<file path="config.mk">
export PLATFORM = sky130hd
export DESIGN_NAME = fenced_ring_slot_allocator
export DESIGN_NICKNAME = d
export VERILOG_FILES = /design/src/design/frsa_pkg.sv /design/src/design/frsa_mod.sv /design/src/design/frsa_dp.sv /design/src/design/frsa_ctrl.sv /design/src/design/fenced_ring_slot_allocator.sv
export SDC_FILE = /design/constraint.sdc
export NUM_CORES = 2
export LEC_CHECK = 0
export ABC_AREA = 1
export ABC_CLOCK_PERIOD_IN_PS = 6900
export BUFFER_PORTS_ARGS = -buffer_cell sky130_fd_sc_hd__buf_2
export CORE_UTILIZATION = 53
export DETAILED_ROUTE_END_ITERATION = 6
export GPL_TIMING_DRIVEN = 0
export MAX_ROUTING_LAYER = met4
export PLACE_DENSITY = 0.76
export REMOVE_ABC_BUFFERS = 1
export SLEW_MARGIN = 10
export SYNTH_ARGS = -nofsm -noshare
export SYNTH_HDL_FRONTEND = slang
export SYNTH_SLANG_ARGS = --single-unit
</file>
<file path="constraint.sdc">
create_clock -name aclk -period 6.9 [get_ports aclk]
set_input_delay 1.035 -clock aclk [delete_from_list [all_inputs] [get_ports aclk]]
set_output_delay 1.035 -clock aclk [all_outputs]
set_load 0.005 [all_outputs]
</file>
<file path="src/design/frsa_pkg.sv">
`timescale 1ns / 1ps
`default_nettype none

package frsa_pkg;

    // Sizing of the ring and the frame queue.
    localparam int MAX_SLOTS     = 65536;
    localparam int FRAME_RECORDS = 8;
    localparam int PTR_W         = (FRAME_RECORDS > 1) ? $clog2(FRAME_RECORDS) : 1;
    localparam int FILL_W        = $clog2(FRAME_RECORDS + 1);

    // Fixed field widths.
    localparam int CMD_W    = 2;
    localparam int SLOT_W   = 17;
    localparam int IDX_W    = 16;
    localparam int FENCE_W  = 64;
    localparam int STATUS_W = 3;
    localparam int FRAMES_W = 4;
    localparam int DIVD_W   = SLOT_W + 1;

    // Stream payload layout.
    localparam int S_TDATA_W = 88;
    localparam int M_TDATA_W = 80;

    // Configuration port.
    localparam int CFG_ADDR_W = 3;
    localparam int CFG_DATA_W = 32;
    localparam logic REG_CAPACITY = 1'b0;
    localparam logic REG_RESERVED = 1'b1;
    localparam logic [SLOT_W-1:0] CAPACITY_RESET = SLOT_W'(1024);
    localparam logic [IDX_W-1:0]  RESERVED_RESET = IDX_W'(16);

    typedef enum logic [CMD_W-1:0] {
        CMD_ALLOC = 2'd0,
        CMD_BEGIN = 2'd1,
        CMD_END   = 2'd2,
        CMD_NOP   = 2'd3
    } cmd_t;

    typedef enum logic [STATUS_W-1:0] {
        ST_OK            = 3'd0,
        ST_ZERO_COUNT    = 3'd1,
        ST_NO_SPACE      = 3'd2,
        ST_NO_SPACE_WRAP = 3'd3,
        ST_REC_OVERFLOW  = 3'd4,
        ST_EMPTY_FRAME   = 3'd5
    } status_code_t;

    typedef struct packed {
        logic                  we;
        logic                  idx;
        logic [CFG_DATA_W-1:0] data;
    } cfg_wr_t;

    // Commands from the controller to the datapath.
    typedef struct packed {
        logic load;
        logic alloc_check;
        logic wrap;
        logic recheck;
        logic grant;
        logic ret_read;
        logic mod_start;
        logic ret_apply;
        logic frame_clr;
        logic end_frame;
        logic out_load;
    } dp_cmd_t;

    // Status from the datapath to the controller.
    typedef struct packed {
        logic zero_count;
        logic no_space;
        logic need_wrap;
        logic fill_empty;
        logic fence_stop;
        logic ring_empty;
        logic mod_done;
    } dp_stat_t;

endpackage

`default_nettype wire

</file>
<file path="src/design/frsa_mod.sv">
`timescale 1ns / 1ps
`default_nettype none

// Restoring remainder unit, one dividend bit per cycle.
module frsa_mod (
    input  wire logic                          aclk,
    input  wire logic                          aresetn,
    input  wire logic                          start,
    input  wire logic [frsa_pkg::DIVD_W-1:0]   dividend,
    input  wire logic [frsa_pkg::SLOT_W-1:0]   divisor,
    output logic                               done,
    output logic [frsa_pkg::SLOT_W-1:0]        remainder
);
    import frsa_pkg::*;

    localparam int CNT_W = $clog2(DIVD_W + 1);

    logic [CNT_W-1:0]  cnt_reg,  cnt_next;
    logic [DIVD_W-1:0] divd_reg, divd_next;
    logic [SLOT_W-1:0] rem_reg,  rem_next;
    logic [DIVD_W-1:0] trial;

    always_comb begin
        trial     = {rem_reg, divd_reg[DIVD_W-1]};
        cnt_next  = cnt_reg;
        divd_next = divd_reg;
        rem_next  = rem_reg;
        if (start) begin
            cnt_next  = CNT_W'(DIVD_W);
            divd_next = dividend;
            rem_next  = '0;
        end else if (cnt_reg != '0) begin
            cnt_next  = cnt_reg - 1'b1;
            divd_next = {divd_reg[DIVD_W-2:0], 1'b0};
            if (trial >= {1'b0, divisor}) begin
                rem_next = SLOT_W'(trial - {1'b0, divisor});
            end else begin
                rem_next = trial[SLOT_W-1:0];
            end
        end
    end

    always_ff @(posedge aclk) begin
        if (!aresetn) begin
            cnt_reg <= '0;
        end else begin
            cnt_reg <= cnt_next;
        end
    end

    always_ff @(posedge aclk) begin
        divd_reg <= divd_next;
        rem_reg  <= rem_next;
    end

    assign done      = (cnt_reg == '0);
    assign remainder = rem_reg;

endmodule

`default_nettype wire

</file>
<file path="src/design/frsa_dp.sv">
`timescale 1ns / 1ps
`default_nettype none

module frsa_dp (
    input  wire logic                            aclk,
    input  wire logic                            aresetn,
    input  wire frsa_pkg::dp_cmd_t               cmd,
    output frsa_pkg::dp_stat_t                   stat,
    input  wire frsa_pkg::cfg_wr_t               cfg,
    input  wire logic [frsa_pkg::SLOT_W-1:0]     in_count,
    input  wire logic [frsa_pkg::FENCE_W-1:0]    in_fence,
    output logic [frsa_pkg::STATUS_W-1:0]        out_status,
    output logic [frsa_pkg::IDX_W-1:0]           out_heap,
    output logic [frsa_pkg::SLOT_W-1:0]          out_head,
    output logic [frsa_pkg::IDX_W-1:0]           out_tail,
    output logic [frsa_pkg::SLOT_W-1:0]          out_used,
    output logic [frsa_pkg::FRAMES_W-1:0]        out_retired,
    output logic [frsa_pkg::FRAMES_W-1:0]        out_pending,
    output logic [frsa_pkg::SLOT_W-1:0]          cfg_capacity,
    output logic [frsa_pkg::IDX_W-1:0]           cfg_reserved
);
    import frsa_pkg::*;

    function automatic logic [PTR_W-1:0] ptr_inc(input logic [PTR_W-1:0] p);
        logic [PTR_W-1:0] r;
        if (p == PTR_W'(FRAME_RECORDS - 1)) begin
            r = '0;
        end else begin
            r = p + 1'b1;
        end
        return r;
    endfunction

    // Control state.
    logic [SLOT_W-1:0] capacity_reg,  capacity_next;
    logic [IDX_W-1:0]  reserved_reg,  reserved_next;
    logic [SLOT_W-1:0] cap_eff_reg,   cap_eff_next;
    logic [SLOT_W-1:0] ring_len_reg,  ring_len_next;
    logic [SLOT_W-1:0] head_reg,      head_next;
    logic [IDX_W-1:0]  tail_reg,      tail_next;
    logic [SLOT_W-1:0] used_reg,      used_next;
    logic [SLOT_W-1:0] fslots_reg,    fslots_next;
    logic [PTR_W-1:0]  wptr_reg,      wptr_next;
    logic [PTR_W-1:0]  rptr_reg,      rptr_next;
    logic [FILL_W-1:0] fill_reg,      fill_next;

    // Payload.
    logic [SLOT_W-1:0]   count_reg,   count_next;
    logic [FENCE_W-1:0]  fence_reg,   fence_next;
    status_code_t        status_reg,  status_next;
    logic [IDX_W-1:0]    heap_reg,    heap_next;
    logic [FILL_W-1:0]   retired_reg, retired_next;
    logic [IDX_W-1:0]    off_reg,     off_next;
    logic [STATUS_W-1:0] ostat_reg,   ostat_next;
    logic [IDX_W-1:0]    oheap_reg,   oheap_next;
    logic [SLOT_W-1:0]   ohead_reg,   ohead_next;
    logic [IDX_W-1:0]    otail_reg,   otail_next;
    logic [SLOT_W-1:0]   oused_reg,   oused_next;
    logic [FRAMES_W-1:0] oret_reg,    oret_next;
    logic [FRAMES_W-1:0] opend_reg,   opend_next;

    // Frame queue storage.
    logic [FENCE_W-1:0] rec_fence_mem [FRAME_RECORDS];
    logic [SLOT_W-1:0]  rec_slots_mem [FRAME_RECORDS];
    logic [FENCE_W-1:0] rec_fence_q_reg;
    logic [SLOT_W-1:0]  rec_slots_q_reg;
    logic               rec_we;

    logic [SLOT_W-1:0] cap_clamp;
    logic [SLOT_W-1:0] waste;
    logic              fill_full;
    logic [DIVD_W-1:0] mod_dividend;
    logic              mod_done;
    logic [SLOT_W-1:0] mod_rem;

    frsa_mod u_mod (
        .aclk      (aclk),
        .aresetn   (aresetn),
        .start     (cmd.mod_start),
        .dividend  (mod_dividend),
        .divisor   (ring_len_reg),
        .done      (mod_done),
        .remainder (mod_rem)
    );

    always_comb begin
        cap_clamp = (capacity_reg > SLOT_W'(MAX_SLOTS)) ? SLOT_W'(MAX_SLOTS) : capacity_reg;
        waste     = (head_reg < cap_eff_reg) ? (cap_eff_reg - head_reg) : '0;
        fill_full = (fill_reg >= FILL_W'(FRAME_RECORDS));
        mod_dividend = {2'b00, off_reg} + {1'b0, rec_slots_q_reg};

        stat.zero_count = (count_reg == '0);
        stat.no_space   = ({1'b0, used_reg} + {1'b0, count_reg}) > {1'b0, ring_len_reg};
        stat.need_wrap  = ({1'b0, head_reg} + {1'b0, count_reg}) > {1'b0, cap_eff_reg};
        stat.fill_empty = (fill_reg == '0);
        stat.fence_stop = (rec_fence_q_reg > fence_reg);
        stat.ring_empty = (ring_len_reg == '0);
        stat.mod_done   = mod_done;

        rec_we = cmd.end_frame && (fslots_reg != '0) && !fill_full;
    end

    always_comb begin
        capacity_next = capacity_reg;
        reserved_next = reserved_reg;
        cap_eff_next  = cap_clamp;
        ring_len_next = (cap_clamp > {1'b0, reserved_reg}) ?
                        (cap_clamp - {1'b0, reserved_reg}) : '0;
        head_next     = head_reg;
        tail_next     = tail_reg;
        used_next     = used_reg;
        fslots_next   = fslots_reg;
        wptr_next     = wptr_reg;
        rptr_next     = rptr_reg;
        fill_next     = fill_reg;
        count_next    = count_reg;
        fence_next    = fence_reg;
        status_next   = status_reg;
        heap_next     = heap_reg;
        retired_next  = retired_reg;
        off_next      = off_reg;
        ostat_next    = ostat_reg;
        oheap_next    = oheap_reg;
        ohead_next    = ohead_reg;
        otail_next    = otail_reg;
        oused_next    = oused_reg;
        oret_next     = oret_reg;
        opend_next    = opend_reg;

        if (cfg.we) begin
            // Any register write restarts the ring from the reserved boundary.
            if (cfg.idx == REG_CAPACITY) begin
                capacity_next = cfg.data[SLOT_W-1:0];
            end else begin
                reserved_next = cfg.data[IDX_W-1:0];
            end
            head_next   = {1'b0, reserved_next};
            tail_next   = reserved_next;
            used_next   = '0;
            fslots_next = '0;
            wptr_next   = '0;
            rptr_next   = '0;
            fill_next   = '0;
        end else begin
            if (cmd.load) begin
                count_next   = in_count;
                fence_next   = in_fence;
                status_next  = ST_OK;
                heap_next    = '0;
                retired_next = '0;
            end
            if (cmd.alloc_check) begin
                if (stat.zero_count) begin
                    status_next = ST_ZERO_COUNT;
                end else if (stat.no_space) begin
                    status_next = ST_NO_SPACE;
                end
            end
            if (cmd.wrap) begin
                // The tail end of the ring is charged to the frame and skipped.
                used_next   = used_reg + waste;
                fslots_next = fslots_reg + waste;
                head_next   = {1'b0, reserved_reg};
            end
            if (cmd.recheck && stat.no_space) begin
                status_next = ST_NO_SPACE_WRAP;
            end
            if (cmd.grant) begin
                heap_next   = head_reg[IDX_W-1:0];
                head_next   = head_reg + count_reg;
                used_next   = used_reg + count_reg;
                fslots_next = fslots_reg + count_reg;
            end
            if (cmd.ret_read) begin
                off_next = ({1'b0, tail_reg} >= {1'b0, reserved_reg}) ?
                           (tail_reg - reserved_reg) : '0;
            end
            if (cmd.ret_apply) begin
                if (!stat.ring_empty) begin
                    tail_next = reserved_reg + mod_rem[IDX_W-1:0];
                end
                used_next    = (used_reg > rec_slots_q_reg) ? (used_reg - rec_slots_q_reg) : '0;
                rptr_next    = ptr_inc(rptr_reg);
                fill_next    = fill_reg - 1'b1;
                retired_next = retired_reg + 1'b1;
            end
            if (cmd.frame_clr) begin
                fslots_next = '0;
            end
            if (cmd.end_frame) begin
                if (fslots_reg == '0) begin
                    status_next = ST_EMPTY_FRAME;
                end else if (fill_full) begin
                    status_next = ST_REC_OVERFLOW;
                end else begin
                    wptr_next = ptr_inc(wptr_reg);
                    fill_next = fill_reg + 1'b1;
                end
            end
            if (cmd.out_load) begin
                ostat_next = status_reg;
                oheap_next = heap_reg;
                ohead_next = head_reg;
                otail_next = tail_reg;
                oused_next = used_reg;
                oret_next  = FRAMES_W'(retired_reg);
                opend_next = FRAMES_W'(fill_reg);
            end
        end
    end

    always_ff @(posedge aclk) begin
        if (!aresetn) begin
            capacity_reg <= CAPACITY_RESET;
            reserved_reg <= RESERVED_RESET;
            cap_eff_reg  <= CAPACITY_RESET;
            ring_len_reg <= CAPACITY_RESET - {1'b0, RESERVED_RESET};
            head_reg     <= {1'b0, RESERVED_RESET};
            tail_reg     <= RESERVED_RESET;
            used_reg     <= '0;
            fslots_reg   <= '0;
            wptr_reg     <= '0;
            rptr_reg     <= '0;
            fill_reg     <= '0;
        end else begin
            capacity_reg <= capacity_next;
            reserved_reg <= reserved_next;
            cap_eff_reg  <= cap_eff_next;
            ring_len_reg <= ring_len_next;
            head_reg     <= head_next;
            tail_reg     <= tail_next;
            used_reg     <= used_next;
            fslots_reg   <= fslots_next;
            wptr_reg     <= wptr_next;
            rptr_reg     <= rptr_next;
            fill_reg     <= fill_next;
        end
    end

    always_ff @(posedge aclk) begin
        count_reg   <= count_next;
        fence_reg   <= fence_next;
        status_reg  <= status_next;
        heap_reg    <= heap_next;
        retired_reg <= retired_next;
        off_reg     <= off_next;
        ostat_reg   <= ostat_next;
        oheap_reg   <= oheap_next;
        ohead_reg   <= ohead_next;
        otail_reg   <= otail_next;
        oused_reg   <= oused_next;
        oret_reg    <= oret_next;
        opend_reg   <= opend_next;
    end

    always_ff @(posedge aclk) begin
        if (rec_we) begin
            rec_fence_mem[wptr_reg] <= fence_reg;
            rec_slots_mem[wptr_reg] <= fslots_reg;
        end
        if (cmd.ret_read) begin
            rec_fence_q_reg <= rec_fence_mem[rptr_reg];
            rec_slots_q_reg <= rec_slots_mem[rptr_reg];
        end
    end

    assign out_status   = ostat_reg;
    assign out_heap     = oheap_reg;
    assign out_head     = ohead_reg;
    assign out_tail     = otail_reg;
    assign out_used     = oused_reg;
    assign out_retired  = oret_reg;
    assign out_pending  = opend_reg;
    assign cfg_capacity = capacity_reg;
    assign cfg_reserved = reserved_reg;

endmodule

`default_nettype wire

</file>
<file path="src/design/frsa_ctrl.sv">
`timescale 1ns / 1ps
`default_nettype none

module frsa_ctrl (
    input  wire logic                          aclk,
    input  wire logic                          aresetn,
    input  wire logic                          s_tvalid,
    output logic                               s_tready,
    input  wire logic [frsa_pkg::CMD_W-1:0]    s_cmd,
    output logic                               m_tvalid,
    input  wire logic                          m_tready,
    output frsa_pkg::dp_cmd_t                  cmd,
    input  wire frsa_pkg::dp_stat_t            stat
);
    import frsa_pkg::*;

    typedef enum logic [11:0] {
        S_IDLE   = 12'b0000_0000_0001,
        S_ACHK   = 12'b0000_0000_0010,
        S_AWRAP  = 12'b0000_0000_0100,
        S_ARECHK = 12'b0000_0000_1000,
        S_AGRANT = 12'b0000_0001_0000,
        S_RREAD  = 12'b0000_0010_0000,
        S_RCHECK = 12'b0000_0100_0000,
        S_RMOD   = 12'b0000_1000_0000,
        S_RAPPLY = 12'b0001_0000_0000,
        S_FCLR   = 12'b0010_0000_0000,
        S_EFRAME = 12'b0100_0000_0000,
        S_DONE   = 12'b1000_0000_0000
    } state_t;

    state_t state_reg, state_next;
    logic   m_valid_reg, m_valid_next;

    always_comb begin
        state_next = state_reg;
        cmd        = '0;
        s_tready   = 1'b0;

        case (state_reg)
            S_IDLE: begin
                s_tready = 1'b1;
                if (s_tvalid) begin
                    cmd.load = 1'b1;
                    case (cmd_t'(s_cmd))
                        CMD_ALLOC: state_next = S_ACHK;
                        CMD_BEGIN: state_next = S_RREAD;
                        CMD_END:   state_next = S_EFRAME;
                        default:   state_next = S_DONE;
                    endcase
                end
            end
            S_ACHK: begin
                cmd.alloc_check = 1'b1;
                if (stat.zero_count || stat.no_space) begin
                    state_next = S_DONE;
                end else if (stat.need_wrap) begin
                    state_next = S_AWRAP;
                end else begin
                    state_next = S_AGRANT;
                end
            end
            S_AWRAP: begin
                cmd.wrap   = 1'b1;
                state_next = S_ARECHK;
            end
            S_ARECHK: begin
                // A failure here keeps the waste and the wrapped head.
                cmd.recheck = 1'b1;
                state_next  = stat.no_space ? S_DONE : S_AGRANT;
            end
            S_AGRANT: begin
                cmd.grant  = 1'b1;
                state_next = S_DONE;
            end
            S_RREAD: begin
                if (stat.fill_empty) begin
                    state_next = S_FCLR;
                end else begin
                    cmd.ret_read = 1'b1;
                    state_next   = S_RCHECK;
                end
            end
            S_RCHECK: begin
                if (stat.fence_stop) begin
                    state_next = S_FCLR;
                end else if (stat.ring_empty) begin
                    state_next = S_RAPPLY;
                end else begin
                    cmd.mod_start = 1'b1;
                    state_next    = S_RMOD;
                end
            end
            S_RMOD: begin
                if (stat.mod_done) begin
                    state_next = S_RAPPLY;
                end
            end
            S_RAPPLY: begin
                cmd.ret_apply = 1'b1;
                state_next    = S_RREAD;
            end
            S_FCLR: begin
                cmd.frame_clr = 1'b1;
                state_next    = S_DONE;
            end
            S_EFRAME: begin
                cmd.end_frame = 1'b1;
                state_next    = S_DONE;
            end
            S_DONE: begin
                if (!m_valid_reg || m_tready) begin
                    cmd.out_load = 1'b1;
                    state_next   = S_IDLE;
                end
            end
            default: begin
                state_next = S_IDLE;
            end
        endcase

        if (cmd.out_load) begin
            m_valid_next = 1'b1;
        end else if (m_tready) begin
            m_valid_next = 1'b0;
        end else begin
            m_valid_next = m_valid_reg;
        end
    end

    always_ff @(posedge aclk) begin
        if (!aresetn) begin
            state_reg   <= S_IDLE;
            m_valid_reg <= 1'b0;
        end else begin
            state_reg   <= state_next;
            m_valid_reg <= m_valid_next;
        end
    end

    assign m_tvalid = m_valid_reg;

endmodule

`default_nettype wire

</file>
<file path="src/design/fenced_ring_slot_allocator.sv">
`timescale 1ns / 1ps
`default_nettype none

// Channel  Dir  Ports                              Contents
// input    in   s_tvalid s_tready s_tdata s_tuser  cmd; count, fence
// result   out  m_tvalid m_tready m_tdata m_tuser  status; indexes and counters
// config   in   psel penable pwrite paddr pwdata   capacity at 0x0, reserved at 0x4
//
// One item at a time. From acceptance to the result register: allocate runs a check,
// an optional wrap and recheck and a grant, end frame its end-frame step, an unused
// code goes straight to the result, and begin frame a read and a check per record,
// each retired record's tail advance waiting on an 18-step bit-serial remainder unit.
// The next item can be accepted in the cycle after the result register loads.
// Reset is synchronous and active low; a configuration write resets the pointers
// and empties the frame queue. A finished item waits in the output register
// while the next item is accepted; the next result waits until that one is taken.
module fenced_ring_slot_allocator (
    input  wire logic                              aclk,
    input  wire logic                              aresetn,
    input  wire logic                              s_tvalid,
    output logic                                   s_tready,
    // count [16:0], fence [80:17], zero fill [87:81]
    input  wire logic [frsa_pkg::S_TDATA_W-1:0]    s_tdata,
    // cmd [1:0]
    input  wire logic [frsa_pkg::CMD_W-1:0]        s_tuser,
    output logic                                   m_tvalid,
    input  wire logic                              m_tready,
    // heap_index [15:0], head_index [32:16], tail_index [48:33], used_slots [65:49],
    // retired_frames [69:66], queued_frames [73:70], zero fill [79:74]
    output logic [frsa_pkg::M_TDATA_W-1:0]         m_tdata,
    // status [2:0]
    output logic [frsa_pkg::STATUS_W-1:0]          m_tuser,
    input  wire logic                              psel,
    input  wire logic                              penable,
    input  wire logic                              pwrite,
    input  wire logic [frsa_pkg::CFG_ADDR_W-1:0]   paddr,
    input  wire logic [frsa_pkg::CFG_DATA_W-1:0]   pwdata,
    output logic [frsa_pkg::CFG_DATA_W-1:0]        prdata,
    output logic                                   pready
);
    import frsa_pkg::*;

    dp_cmd_t  cmd;
    dp_stat_t stat;
    cfg_wr_t  cfg;

    logic [STATUS_W-1:0] out_status;
    logic [IDX_W-1:0]    out_heap;
    logic [SLOT_W-1:0]   out_head;
    logic [IDX_W-1:0]    out_tail;
    logic [SLOT_W-1:0]   out_used;
    logic [FRAMES_W-1:0] out_retired;
    logic [FRAMES_W-1:0] out_pending;
    logic [SLOT_W-1:0]   cfg_capacity;
    logic [IDX_W-1:0]    cfg_reserved;

    assign pready   = 1'b1;
    assign cfg.we   = psel && penable && pwrite && pready;
    assign cfg.idx  = paddr[2];
    assign cfg.data = pwdata;

    always_comb begin
        if (paddr[1:0] != 2'b00) begin
            prdata = '0;
        end else if (paddr[2] == REG_RESERVED) begin
            prdata = CFG_DATA_W'(cfg_reserved);
        end else begin
            prdata = CFG_DATA_W'(cfg_capacity);
        end
    end

    frsa_ctrl u_ctrl (
        .aclk     (aclk),
        .aresetn  (aresetn),
        .s_tvalid (s_tvalid),
        .s_tready (s_tready),
        .s_cmd    (s_tuser),
        .m_tvalid (m_tvalid),
        .m_tready (m_tready),
        .cmd      (cmd),
        .stat     (stat)
    );

    frsa_dp u_dp (
        .aclk         (aclk),
        .aresetn      (aresetn),
        .cmd          (cmd),
        .stat         (stat),
        .cfg          (cfg),
        .in_count     (s_tdata[SLOT_W-1:0]),
        .in_fence     (s_tdata[SLOT_W+FENCE_W-1:SLOT_W]),
        .out_status   (out_status),
        .out_heap     (out_heap),
        .out_head     (out_head),
        .out_tail     (out_tail),
        .out_used     (out_used),
        .out_retired  (out_retired),
        .out_pending  (out_pending),
        .cfg_capacity (cfg_capacity),
        .cfg_reserved (cfg_reserved)
    );

    assign m_tuser = out_status;
    assign m_tdata = {6'b0, out_pending, out_retired, out_used, out_tail, out_head, out_heap};

endmodule

`default_nettype wire

</file>
Yosys cells after proc, flatten, opt, wreduce, memory -nomap -nowiden
Memories as Yosys holds them, arrays and structs flattened. A register that Yosys moved wholly into a read port is not among the register bits.
Index checks and enable logic that the tools add are counted.

operators by class
  $add $sub $neg = 20
  $lt $le $gt $ge = 10
  eq/ne operators = 20
  mux-type cells = 73
  bitwise operators = 5
  reductions and logical operators = 40

operators by type and width
  operator                count
  $mux W17                12
  $pmux W12 S10           1
  $mux W16                7
  $add A17 B17 Y17        5
  $gt A64 B64 Y1          1
  $mux W12                5
  $logic_not A17 Y1       3
  $sub A17 B17 Y17        3
  $add A17 B17 Y18        2
  $gt A18 B17 Y1          2
  $mux W18                2
  $pmux W12 S3            1
  $mux W32                1
  $mux W10                3
  $mux W3                 10
  $mux W4                 6
  $mux W1                 21
  $add A16 B17 Y18        1
  $ge A18 B17 Y1          1
  $gt A17 B16 Y1          1
  $gt A17 B17 Y1          1
  $gt A17 B17 Y1 const B  1
  $lt A17 B17 Y1          1
  $reduce_bool A17 Y1     1
  42 further kinds        76

storage, ports and cells
  register bits = 394
  memory bits (writable) = 648
  input port bits = 132
  output and inout bits = 118
  word-level logic and storage cells = 202
  memories kept = 2

memory list
  name                words  width  rd ports  clocked after memory_dff  write ports  line           text
  u_dp.rec_fence_mem  8      64     1         1                         1            frsa_dp.sv:63  logic [FENCE_W-1:0] rec_fence_mem [FRAME_RECORDS];
  u_dp.rec_slots_mem  8      17     1         1                         1            frsa_dp.sv:64  logic [SLOT_W-1:0] rec_slots_mem [FRAME_RECORDS];

Logic depth before layout (Yosys ltp)
  word-level depth = 10
  mapped depth = 30

By module
From an unflattened synthesis, not the netlist that was laid out.

second synthesis, totals
  cells, all modules = 5303
  area, all modules = 53890.4 um2

modules (own cells, without submodules)
  module                      times used  cells an instance  area each (um2)  sequential area each (um2)
  frsa_dp                     1           4577               49313.5          30689.4
  frsa_mod                    1           460                3029.2           980.9
  frsa_ctrl                   1           153                1004.7           260.2
  fenced_ring_slot_allocator  1           113                543.0            0.0

Least setup slack after synthesis
No wires, ideal clock.

  kind = reg-to-reg
  start point = register u_ctrl.state_reg[3]
  end point = memory u_dp.rec_fence_mem[3][0], enable pin
  library setup time = 620 ps
  data arrival time = 6975 ps
  slack = -695 ps
  cell stages (with the launch flop) = 11
  path buffers = 0
  period minus slack after synthesis = 7595 ps
  cells stage by stage = dfxtp_1 -> or2_4 -> nor2_4 -> nand2_4 -> nor4_4 -> nand2_1 -> nor2_2 -> inv_2 -> nor2_1 -> inv_1 -> nor3_1

between the ends
  word-level cells in the longest chain between the ends = 6

RTL lines
  element                           line              text
  start: declaration                frsa_ctrl.sv:32   state_t state_reg, state_next;
  start signal: assignment          frsa_ctrl.sv:136  state_reg <= state_next;
  $eq A12 B11 Y1                    frsa_ctrl.sv:40   case (state_reg)
  $mux W1                           frsa_ctrl.sv:40
  $logic_and A1 B1 Y1 (2 in a row)  frsa_dp.sv:100    rec_we = cmd.end_frame && (fslots_reg != '0) && !fill_full;
  $mux W1                           frsa_dp.sv:257    if (rec_we) begin
  $mux W1 (implied by the code)     frsa_dp.sv:258    rec_fence_mem[wptr_reg] <= fence_reg;
  end: declaration                  frsa_dp.sv:63

Every way passes these cells.

Worst setup path after layout
  start point = register u_ctrl.state_reg[11]
  end point = register u_dp.used_reg[14]

between the ends
  word-level cells in the longest chain between the ends = 4
  elaborated cells on any way between the ends = 9
  those cells by class = eq/ne (3); mux (5); reduce/logical (1)

RTL lines
  element                 line             text
  $eq A12 B5 Y1           frsa_ctrl.sv:40
  $mux W1                 frsa_ctrl.sv:40
  $mux W17                frsa_dp.sv:168   if (cmd.grant) begin
  $mux W17                frsa_dp.sv:178   if (cmd.ret_apply) begin
  end signal: assignment  frsa_dp.sv:232   used_reg <= used_next;
  end: declaration        frsa_dp.sv:41    logic [SLOT_W-1:0] used_reg, used_next;

Several ways; a longest one is shown, not always the timed one.
A chain may end at the register's enable or synchronous reset.

==> impl_results.md <==
- Setup Buffers After CTS: 0
- Max FFs per register: 512
- Post-Route Utilization: slightly above 60%
- Number of global-route vias before repair: 36,500
- Layout Nets: 5,738
- Most frequent cells after synthesis: 944 x edfxtp_1, 765 x nor2_1, 555 x o21ai_0, 527 x nand2_1, 462 x inv_1
- Worst Path Arrival: 6050 ps
- Finished Layout Cells: ~6,700
- Measured slew at the worst slew-check pin: approximately 1200 ps
- LEAKAGE: between 20 and 25 nW
- Initial Utilization: 53.7%
- DR iter-0 viols: 4,278
- Drt via density: slightly below 6
- Hold Buf Count CTS: 0
- Setup Skew: 54.2 ps
- Post-Route WL: between 100,000 and 150,000 um
- R2R Path Start: u_ctrl.state_reg[11]$_SDFFE_PN0P_
- Synth top area share: between 50% and 60%
- Maximum VDD drop: 0.239 mV
- CP max FO: 44
- Unique cell type count in the Yosys netlist: 61
- Status: complete, no violations
- GR Overflow Total: 0
- Die W: around 320 um
- Crit path launch: u_ctrl.state_reg[11]$_SDFFE_PN0P_
- Largest net degree at the start of global routing: 161
- First-pass GRT wire length: 212,000 um
- Sequential Power Share: a little under half
- RSZ-0062 raised after global routing: false
- Worst setup EP type: flop
- Int Pwr: roughly 12 mW
- Kind of critical path: reg -> reg
- Maximum clock rate: 183 MHz
- GPL Wtd Cong: 0.970
- Clock Latency Late Sink: 720 ps
- I/O Buffers: roughly 210
- Sw Pwr: 4.58 mW
- Detailed-route via count: 38,700
- CTS tree: done
- Router iterations before antenna repair: 7
- ANT nets after route: 0
- Layout area overhead: 13.3%
- Sequential share of the synthesized area: approximately 60%
- Max cap viols: 0
- Syn avg cell area: 10.5 sq um
- Mapped cell area: 53,000 sq um
- Clock Sinks: 1,123
- GRT Total Usage: about 28%
- DRC errors left: 0
- DR WL/cell: around 21 um
- CTS Buf Count: 112
- Design Area, Final: 60,000 sq um
- Pins Over Slew Limit: 0
- Placed cell area: 56,200 sq um
- Normalized max-slew margin: 16.6%
- Htree depth: 3
- Biggest regs: u_dp.rec_fence_mem (512), u_dp.rec_slots_mem (136)
- Final setup fails: 0
- Min-delay src: u_dp.heap_reg[0]$_SDFFCE_PN0P_
- Logic pwr share: between 10 and 15%
- Max Root-Sink Buffers: 3
- CP startpoint kind: flop
- Clk Tree Root Cell: clkbuf_16
- Count leader, synth: edfxtp_1
- CTS resizes: 0
- Fraction of layout cells with a size suffix above 1: 10.4%
- Async SR Flop Fraction: 0%
- IO Count: 250
- Antenna violations before repair: 4
- Cell taking the most area after synthesis: edfxtp_1
- Flops & latches, synth: 1,123
- Ys Warns: 0
- Hold Vio Cnt, Final: 0
- Ranking of synthesized cells by area: edfxtp_1 53%, ha_1 6.8%, dfxtp_1 6.8%, nor2_1 5.4%, o21ai_0 5.2%
- Switching Fraction: 27.1%
- Pwr per Cell Area: approximately 280 nW/um^2
- Final Critical Period: 5470 ps
- Clk slew on worst S/H paths: 70 ps
- Final Power: 16.9 mW
- Cells after synthesis: 5,071
- Biggest register: u_dp.rec_fence_mem
- DP Cell Count: 6,481
- Number of flops mapped to enable cells by yosys: between 900 and 1,000
- Fill count: about 7,700
- Core region area: 98,700 sq um
- Die height: 318 um
- Clk pwr share: 37.5%
- # rows: 115
- Final hold slack: 415 ps
- HP Class: reg -> reg
- Die area: between 100,000 and 150,000 sq um
- DP Wirelength: ~97,000 um
- Synth Flop Type: edfxtp_1
- Final period util: about four fifths
- CP Data Required Time: 7480 ps
## layout by cell type, fill, tap and decap left out, types with 25 or more instances in the layout
cell type,instances
edfxtp_1,944
nor2_1,762
o21ai_0,554
nand2_1,527
inv_1,461
a21oi_1,337
ha_1,287
buf_2,205
dfxtp_1,177
a31oi_1,130
clkbuf_16,115
nand3_1,103
o22ai_1,91
xor2_1,64
buf_4,53
nor3_1,52
xnor2_1,49
nand4_1,38
buf_6,38
o21ai_1,37
a211oi_1,25
## final cells by class
type | count | area, sq um | share of cell area [%]
diodes | 1 | 2.50 | 0.00417
well taps | 1287 | 1610 | 2.68
clock inverters | 71 | 843 | 1.40
inverters | 472 | 1800 | 2.99
multi-input cells | 3280 | 18500 | 30.8
repair buffers | 319 | 2370 | 3.94
clock buffers | 138 | 3010 | 5.02
flip-flops and latches | 1123 | 31900 | 53.2
## final timing paths
kind                            cells past startpoint  slack, ps                             end
worst max-delay path                               23       1430  u_dp.used_reg[14]$_SDFFE_PP0P_
worst min-delay path                                0        420      u_dp.out_heap[0]$_DFFE_PP_
worst max register to register                     23       1430  u_dp.used_reg[14]$_SDFFE_PP0P_
worst min register to register                      0        420      u_dp.out_heap[0]$_DFFE_PP_
## worst max-delay path, stage by stage (launching register included)
cell	delay, ps
dfxtp_1	370
inv_1	70
nand2_1	150
nor2_1	90
nand2_1	140
inv_1	70
nand2_2	720
nand2_1	540
o21ai_0	770
ha_1	300
inv_1	60
fa_1	360
inv_1	90
nand3_1	70
nand2_1	120
a21oi_1	140
o21ai_1	300
a21boi_0	220
o21ai_1	250
nand3_1	150
nand2_1	90
nand2_1	50
nand3_1	120
a31oi_1	90
## power groups by stage
stage | Sequential (mW) | Clock, mW | Combinational (mW)
6_report | 8.10 | 6.34 | 2.45
3_3_place_gp | 8.25 | 0 | 2.32
2_1_floorplan | 8.09 | 0 | 1.75
3_5_place_dp | 8.23 | 0 | 2.40
5_1_grt | 8.13 | 6.66 | 2.76
4_1_cts | 8.09 | 6.41 | 2.43
## metal layers
layer	global-route usage, %	share of wire [%]	vias to the layer above
li1	-	-	18400
met3	4.70	8.4	252
met2	42.6	46	1665
met4	9.53	3.1	0
met1	38.1	43	18400
met5	-	0	-
## kinds of logic after synthesis
family / count (synthesis) / synth area share [%]
flops: 1123 / 60.2
fa+ha+maj: 298 / 7.19
other cells: 2 / 0.0142
xor+xnor: 113 / 1.87
compound gates: 1279 / 13.3
buf+inv: 688 / 5.20
simple gates: 1568 / 12.2
## stage by stage
stage / setup TNS, ps / setup WS (ps)
2_1_floorplan: -1060400 / -6760
3_3_place_gp: -7230120 / -21810
3_5_place_dp: 0 / 1560
4_1_cts: 0 / 1570
5_1_grt: 0 / 1020
6_report: 0 / 1430
(Power assumes the default switching activity.)
